===== config.mk =====
export PLATFORM = sky130hd
export DESIGN_NAME = dprm_divider
export DESIGN_NICKNAME = d
export VERILOG_FILES = /design/src/hdl/dprm_pkg.sv /design/src/hdl/dprm_divider.sv
export SDC_FILE = /design/constraint.sdc
export NUM_CORES = 2
export LEC_CHECK = 0
export BUFFER_PORTS_ARGS = -buffer_cell sky130_fd_sc_hd__buf_4
export CAP_MARGIN = 30
export CORE_MARGIN = 2
export CORE_UTILIZATION = 41
export DETAILED_ROUTE_END_ITERATION = 7
export GPL_ROUTABILITY_DRIVEN = 0
export PLACE_DENSITY_LB_ADDON = 0.3
export SLEW_MARGIN = 20
export SYNTH_ARGS = -nofsm -noshare
export SYNTH_HDL_FRONTEND = slang
export SYNTH_SLANG_ARGS = --single-unit

===== constraint.sdc =====
create_clock -name aclk -period 12.15 [get_ports aclk]
set_clock_uncertainty 0.1 [all_clocks]
set_input_delay 2.43 -clock aclk [delete_from_list [all_inputs] [get_ports aclk]]
set_output_delay 2.43 -clock aclk [all_outputs]
set_load 0.005 [all_outputs]

===== src/hdl/dprm_pkg.sv =====
package dprm_pkg;

    localparam int CHANNELS_DEF    = 20;
    localparam int COUNT_BITS_DEF  = 32;

    // Sample width is tied to the fixed s_tdata layout.
    localparam int SAMPLE_BITS = 12;

    localparam int CH_BITS   = 5;
    localparam int BASE_BITS = 12;
    localparam int RATE_BITS = 32;
    localparam int CFG_BITS  = 3;

    localparam logic [CFG_BITS-1:0] REG_THRESHOLD = 3'd0;
    localparam logic [CFG_BITS-1:0] REG_WF_LIMIT  = 3'd1;
    localparam logic [CFG_BITS-1:0] REG_SHORT_WIN = 3'd2;
    localparam logic [CFG_BITS-1:0] REG_LONG_WIN  = 3'd3;
    localparam logic [CFG_BITS-1:0] REG_SCALE     = 3'd4;
    localparam logic [CFG_BITS-1:0] REG_REPORT_EN = 3'd5;

    localparam logic OP_SAMPLE = 1'b0;
    localparam logic OP_EVENT  = 1'b1;

    typedef enum logic [2:0] {
        ST_IDLE,
        ST_CHECK,
        ST_DIV,
        ST_OUT
    } state_t;

    // Request to the rate divider and its status back.
    typedef struct packed {
        logic start;
    } div_ctl_t;

    typedef struct packed {
        logic busy;
        logic done;
    } div_sts_t;

endpackage


===== src/hdl/dprm_divider.sv =====
module dprm_divider #(
    parameter int COUNT_BITS = dprm_pkg::COUNT_BITS_DEF
) (
    input  logic                          aclk,
    input  logic                          aresetn,
    input  dprm_pkg::div_ctl_t            ctl,
    input  logic [COUNT_BITS-1:0]         count,
    input  logic [dprm_pkg::RATE_BITS-1:0] scale,
    input  logic [COUNT_BITS-1:0]         divisor,
    output dprm_pkg::div_sts_t            sts,
    output logic [dprm_pkg::RATE_BITS-1:0] quotient
);
    import dprm_pkg::*;

    // Restoring division of count*scale by divisor, one quotient bit per cycle.
    // Quotient is kept COUNT_BITS bits wider than the output so saturation can be detected.
    localparam int PW = COUNT_BITS + RATE_BITS;
    localparam int SW = $clog2(PW + 1);

    logic [PW-1:0]          num_reg, num_next;
    logic [COUNT_BITS:0]    rem_reg, rem_next;
    logic [PW-1:0]          q_reg, q_next;
    logic [SW-1:0]          step_reg, step_next;
    logic                   busy_reg, busy_next;
    logic                   done_reg, done_next;
    logic                   mul_reg, mul_next;
    logic [COUNT_BITS:0]    trial;

    always_comb begin
        num_next  = num_reg;
        rem_next  = rem_reg;
        q_next    = q_reg;
        step_next = step_reg;
        busy_next = busy_reg;
        mul_next  = 1'b0;
        done_next = 1'b0;
        trial     = '0;
        if (ctl.start) begin
            busy_next = 1'b1;
            mul_next  = 1'b1;
            rem_next  = '0;
            q_next    = '0;
            step_next = SW'(PW);
        end else if (mul_reg) begin
            num_next = PW'(count) * PW'(scale);
        end else if (busy_reg) begin
            trial    = {rem_reg[COUNT_BITS-1:0], num_reg[PW-1]};
            num_next = {num_reg[PW-2:0], 1'b0};
            if (trial >= {1'b0, divisor}) begin
                rem_next = trial - {1'b0, divisor};
                q_next   = {q_reg[PW-2:0], 1'b1};
            end else begin
                rem_next = trial;
                q_next   = {q_reg[PW-2:0], 1'b0};
            end
            step_next = step_reg - SW'(1);
            if (step_reg == SW'(1)) begin
                busy_next = 1'b0;
                done_next = 1'b1;
            end
        end
    end

    always_ff @(posedge aclk) begin
        if (!aresetn) begin
            busy_reg <= 1'b0;
            done_reg <= 1'b0;
            mul_reg  <= 1'b0;
            step_reg <= '0;
        end else begin
            busy_reg <= busy_next;
            done_reg <= done_next;
            mul_reg  <= mul_next;
            step_reg <= step_next;
        end
        num_reg <= num_next;
        rem_reg <= rem_next;
        q_reg   <= q_next;
    end

    assign sts.busy = busy_reg | mul_reg;
    assign sts.done = done_reg;
    assign quotient = (divisor == '0) ? '0 :
                      (|q_reg[PW-1:RATE_BITS]) ? '1 : q_reg[RATE_BITS-1:0];

endmodule


== Word-level counts from Yosys, hierarchy flattened ==
Index checks and enable logic that the tools add are counted.

* Add/sub/neg operators: 2
* $mul: 1
* $lt $le $gt $ge: 1
* Equality and inequality tests: 2
* Muxes and demuxes: 15
* Bitwise operators: 5
* Reduce and logical (&&, ||, !) cells: 9

{| class="wikitable"
|+ Operator list
! kind !! count
|-
| 2-to-1 mux 64 bit || 2
|-
| 2-to-1 mux 32 bit || 3
|-
| multiplier 32 x 32 -> 64 bit || 1
|-
| >= comparator 33 x 32 -> 1 bit || 1
|-
| zero test 32 bit || 1
|-
| OR reduction 32 bit || 1
|-
| subtractor 32 bit || 1
|-
| 2-to-1 mux 7 bit || 3
|-
| equality test 7 x 1 -> 1 bit (second input constant) || 1
|-
| 2-to-1 mux 1 bit || 7
|-
| subtractor 7 x 1 -> 7 bit (second input constant) || 1
|-
| AND reduction 2 bit || 3
|-
| inverter 1 bit || 4
|-
| nonzero test 2 bit || 2
|-
| OR reduction 4 bit || 1
|-
| != test 2 bit (second input constant) || 1
|-
| OR reduction 2 bit || 1
|-
| bitwise OR 1 bit || 1
|}

* Register bits: 170
* Input port bits: 99
* Output and inout port bits: 34
* Word-level logic and storage cells: 43

== Depth between registers and ports, before layout ==
* Depth after elaboration: 5
* Gate-level depth with buffers: 28
* Mapped depth without buffers: 26

== Worst setup path after synthesis ==
Ideal clock, no wire load.

* Path type: input to register
* Start point: in scale[9] (netlist name)
* End point: reg num_reg[49] (data pin)
* Setup time: 0.260 ns
* Arrival time: 9.084 ns
* Data required time: 11.790 ns
* Slack: 2.706 ns
* Stages: 25
* Buffers on the path: 1
* Path through: clkbuf_1 and2_1 fa_1 fa_1 inv_1 fa_1 fa_1 inv_1 fa_1 fa_1 fa_1 inv_1 fa_1 inv_1 ha_1 a21o_1 a21o_1 a21oi_1 o221ai_1 a221o_1 a31oi_2 o22ai_2 a211oi_2 xnor2_1 mux2_2

* Cells in the longest elaborated chain, start to end: 2

{| class="wikitable"
|+ RTL lines
! what !! RTL line !! RTL
|-
| start: declaration || dprm_divider.sv:8 || <nowiki>input logic [dprm_pkg::RATE_BITS-1:0] scale,</nowiki>
|-
| multiplier 32 x 32 -> 64 bit || dprm_divider.sv:45 || <nowiki>num_next = PW'(count) * PW'(scale);</nowiki>
|-
| 2-to-1 mux 64 bit || dprm_divider.sv:44 || <nowiki>end else if (mul_reg) begin</nowiki>
|-
| end signal: assignment || dprm_divider.sv:76 || <nowiki>num_reg <= num_next;</nowiki>
|-
| end: declaration || dprm_divider.sv:20 || <nowiki>logic [PW-1:0] num_reg, num_next;</nowiki>
|}

No other way between the ends.
A chain may end at the register's enable or synchronous reset.

== Final worst setup path ==
* Start point: in count[18]
* End point: reg num_reg[63] (data pin)

* Cells in the longest elaborated chain, start to end: 2

{| class="wikitable"
|+ RTL lines
! what !! RTL line !! RTL
|-
| start: declaration || dprm_divider.sv:7 || <nowiki>input logic [COUNT_BITS-1:0] count,</nowiki>
|-
| multiplier 32 x 32 -> 64 bit || dprm_divider.sv:45 ||
|-
| 2-to-1 mux 64 bit || dprm_divider.sv:44 ||
|}

No other way between the ends.

==> results_dict.tcl <==
set metrics [dict create \
    synth_edf_count 64 \
    tightest_slew_ns 0.943 \
    timing.fmax_ghz 0.100 \
    final_nets 5831 \
    r2r-end "rem_reg[30]" \
    fin_crit_ns 9.96 \
    drtIter0Drc 1692 \
    utilization_pct 43.6 \
    io_buffer_count 132 \
    slew_violations 0 \
    finalCritPeriodShare_pct 82.0 \
    cts-resized-gates 0 \
    critPathMaxStageDelay_ns 0.56 \
    synth_async_sr_flop_share_pct 0 \
    slew-limit-headroom_pct 37.1 \
    hold_viol_final 0 \
    avgViaCountPerCell 5.08 \
    syn_area_per_cell_sq_um 9.05 \
    placedCellCount 5887 \
    die_h_um 324 \
    drive_gt1_share_pct 5.58 \
    tns_ns 0 \
    h-tree-depth 4 \
    hold_class "register to register" \
    dieArea_sq_um 105000 \
    ff2ff_path_depth 13 \
    grt_setup_unrepaired "false" \
    synth-seq-area-share_pct 9.60 \
    holdBufCountCts 0 \
    multiInputGateArea_sq_um 33600 \
    grt_pass1_wl_um 172000 \
    startpoint_type "primary input" \
    syn_inst 4653 \
    totalWireLength_um 101000 \
    whs_path_depth 2 \
    clock-sinks 170 \
    synth_nets 5946 \
    path_common_cell "fa_1" \
    path_cells "buf_4 > and2_1 > fa_1 > inv_1 > fa_1 > fa_1 > fa_1 > inv_1 > fa_1 > fa_1 > fa_1 > fa_1 > ha_1 > a2111oi_0 > o21ai_0 > a21oi_1 > nand2_1 > a22oi_1 > nand2_1 > a311oi_2 > nor4_1 > or3_1 > a31oi_1" \
    route.detailed.wl_per_inst_um 17.0 \
    regToRegSetupSlack_ns 8.46 \
    antenna_found_initial 0 \
    reg2reg_from "num_reg[63]" \
    clkLatencyLatePin_ns 0.45 \
    io-pin-count 133 \
    outcome "finished, final reports clean" \
    area_growth_pct 5.61 \
    slowest_stage "fa_1" \
    final_common_cell "inv_1" \
    num_rows 117 \
    cap_violations 0 \
    critical_path.max_fanout 32 \
    grt_pass1_vias 32334 \
    path_buf_inv 3 \
    end_kind "register" \
    dp_hpwl_um 82400 \
    n_fill_cell 10012 \
    synth_warnings 0 \
    route.detailed.drc 0 \
    clock_path_buffers 2 \
    synth_seq_cells 170 \
    firstDrtPassIters 7 \
    numCtsBuffers 17 \
    setup_viol 0 \
    grt_usage_pct 19.9 \
    arrival_ns 10.09 \
    synth_area_sq_um 42100 \
    synth_flop_cell "dfxtp_1" \
    ant_nets 0 \
    synth_cell_types 73 \
    antennaDiodeCount 0 \
    crit_type "primary input to register" \
    num_vias 30061 \
    crit_required_ns 12.28 \
    grt_max_degree 86 \
    hold_path_end "q_reg[63]" \
    core_area_sq_um 102000 \
    grt_overflow 0 \
    start_util_pct 41.3 \
    hp-start "q_reg[63]" \
    post_cts_buffers 0 \
    root_buffer "clkbuf_16" \
    cp_top_family "adder cells" \
    die_w_um 324 \
    path_clk_slew_ns 0.07 \
    instances_no_fill 5919 \
    seq_area_sq_um 4050 \
    layout_common_cells "inv_1 (902), fa_1 (897), nand2_1 (643)" \
    cts_tree "yes" \
]
tightest hold or removal path, delay by kind of cell (launching register included):
family / cells / cell delay (ns)
AO/OA/AOI/OAI: 1 / 0.05
flip-flops: 1 / 0.31
AND/OR/NAND/NOR: 1 / 0.05
synth_stat cells (all sizes together) (9+ instances only):
library cell,number,area [sq um]
nand3,17,85.1
dfxtp,106,2120
nand2,644,2420
a31oi,19,125
a21boi,9,67.6
o21bai,18,135
nor4,23,144
and3,11,68.8
nor3,20,100
ha,297,3720
a21oi,185,941
nand4,31,194
nor2b,12,75.1
mux2i,12,120
edfxtp,64,1920
buf,13,73.8
clkbuf,261,980
xnor2,50,438
mux2,50,563
o21a,44,330
a211oi,25,193
o21ai,73,365
inv,902,3390
nor2,94,353
a21o,51,383
fa,897,18000
and2,598,3740
xor2,35,307
logic make-up (layout without fill, tap and decap cells):
kind of cell	after synthesis	count (layout)	synth area share (%)
xor+xnor	85	85	1.77
mux	62	62	1.62
buf+inv	1176	1074	10.5
simple gates	1484	1484	17.6
compound gates	482	482	7.37
flops	170	170	9.60
fa+ha+maj	1194	1194	51.5
through the flow:
stage | worst slack [ns] | instance area [sq um] | hold slack [ns]
finish | 2.19 | 44500 | 0.356
global route | 1.83 | 44500 | 0.385
CTS | 2.19 | 44500 | 0.361
detailed placement | 1.79 | 43900 | 0.351
global placement | 1.72 | 43800 | 0.349
floorplan | 2.71 | 42100 | 0.336
worst max path at each step:
stage | end | cells past startpoint | slack [ns] | start
finish | num_reg[63] | 23 | 2.19 | count[18]
global route | num_reg[63] | 23 | 1.83 | count[17]
CTS | num_reg[63] | 23 | 2.19 | count[16]
detailed placement | num_reg[63] | 23 | 1.79 | count[18]
global placement | num_reg[63] | 23 | 1.72 | count[16]
floorplan | num_reg[49] | 25 | 2.71 | scale[9]
layer usage:
metal	global-route usage, %	wire, um
met5	0	0
met4	3.52	1120
met3	2.86	5690
met2	31.7	45700
met1	29.1	48000
cell type report:
class | count | area share, %
multi-input cells | 3307 | 75.6
flip-flops and latches | 170 | 9.10
inverters | 902 | 7.61
well taps | 1368 | 3.85
repair buffers | 140 | 2.45
clock buffers | 21 | 1.11
clock inverters | 11 | 0.242
Power is left out: the tool's default activity adds up to more than one toggle a clock period on the data nets, which glitch-free logic cannot reach.
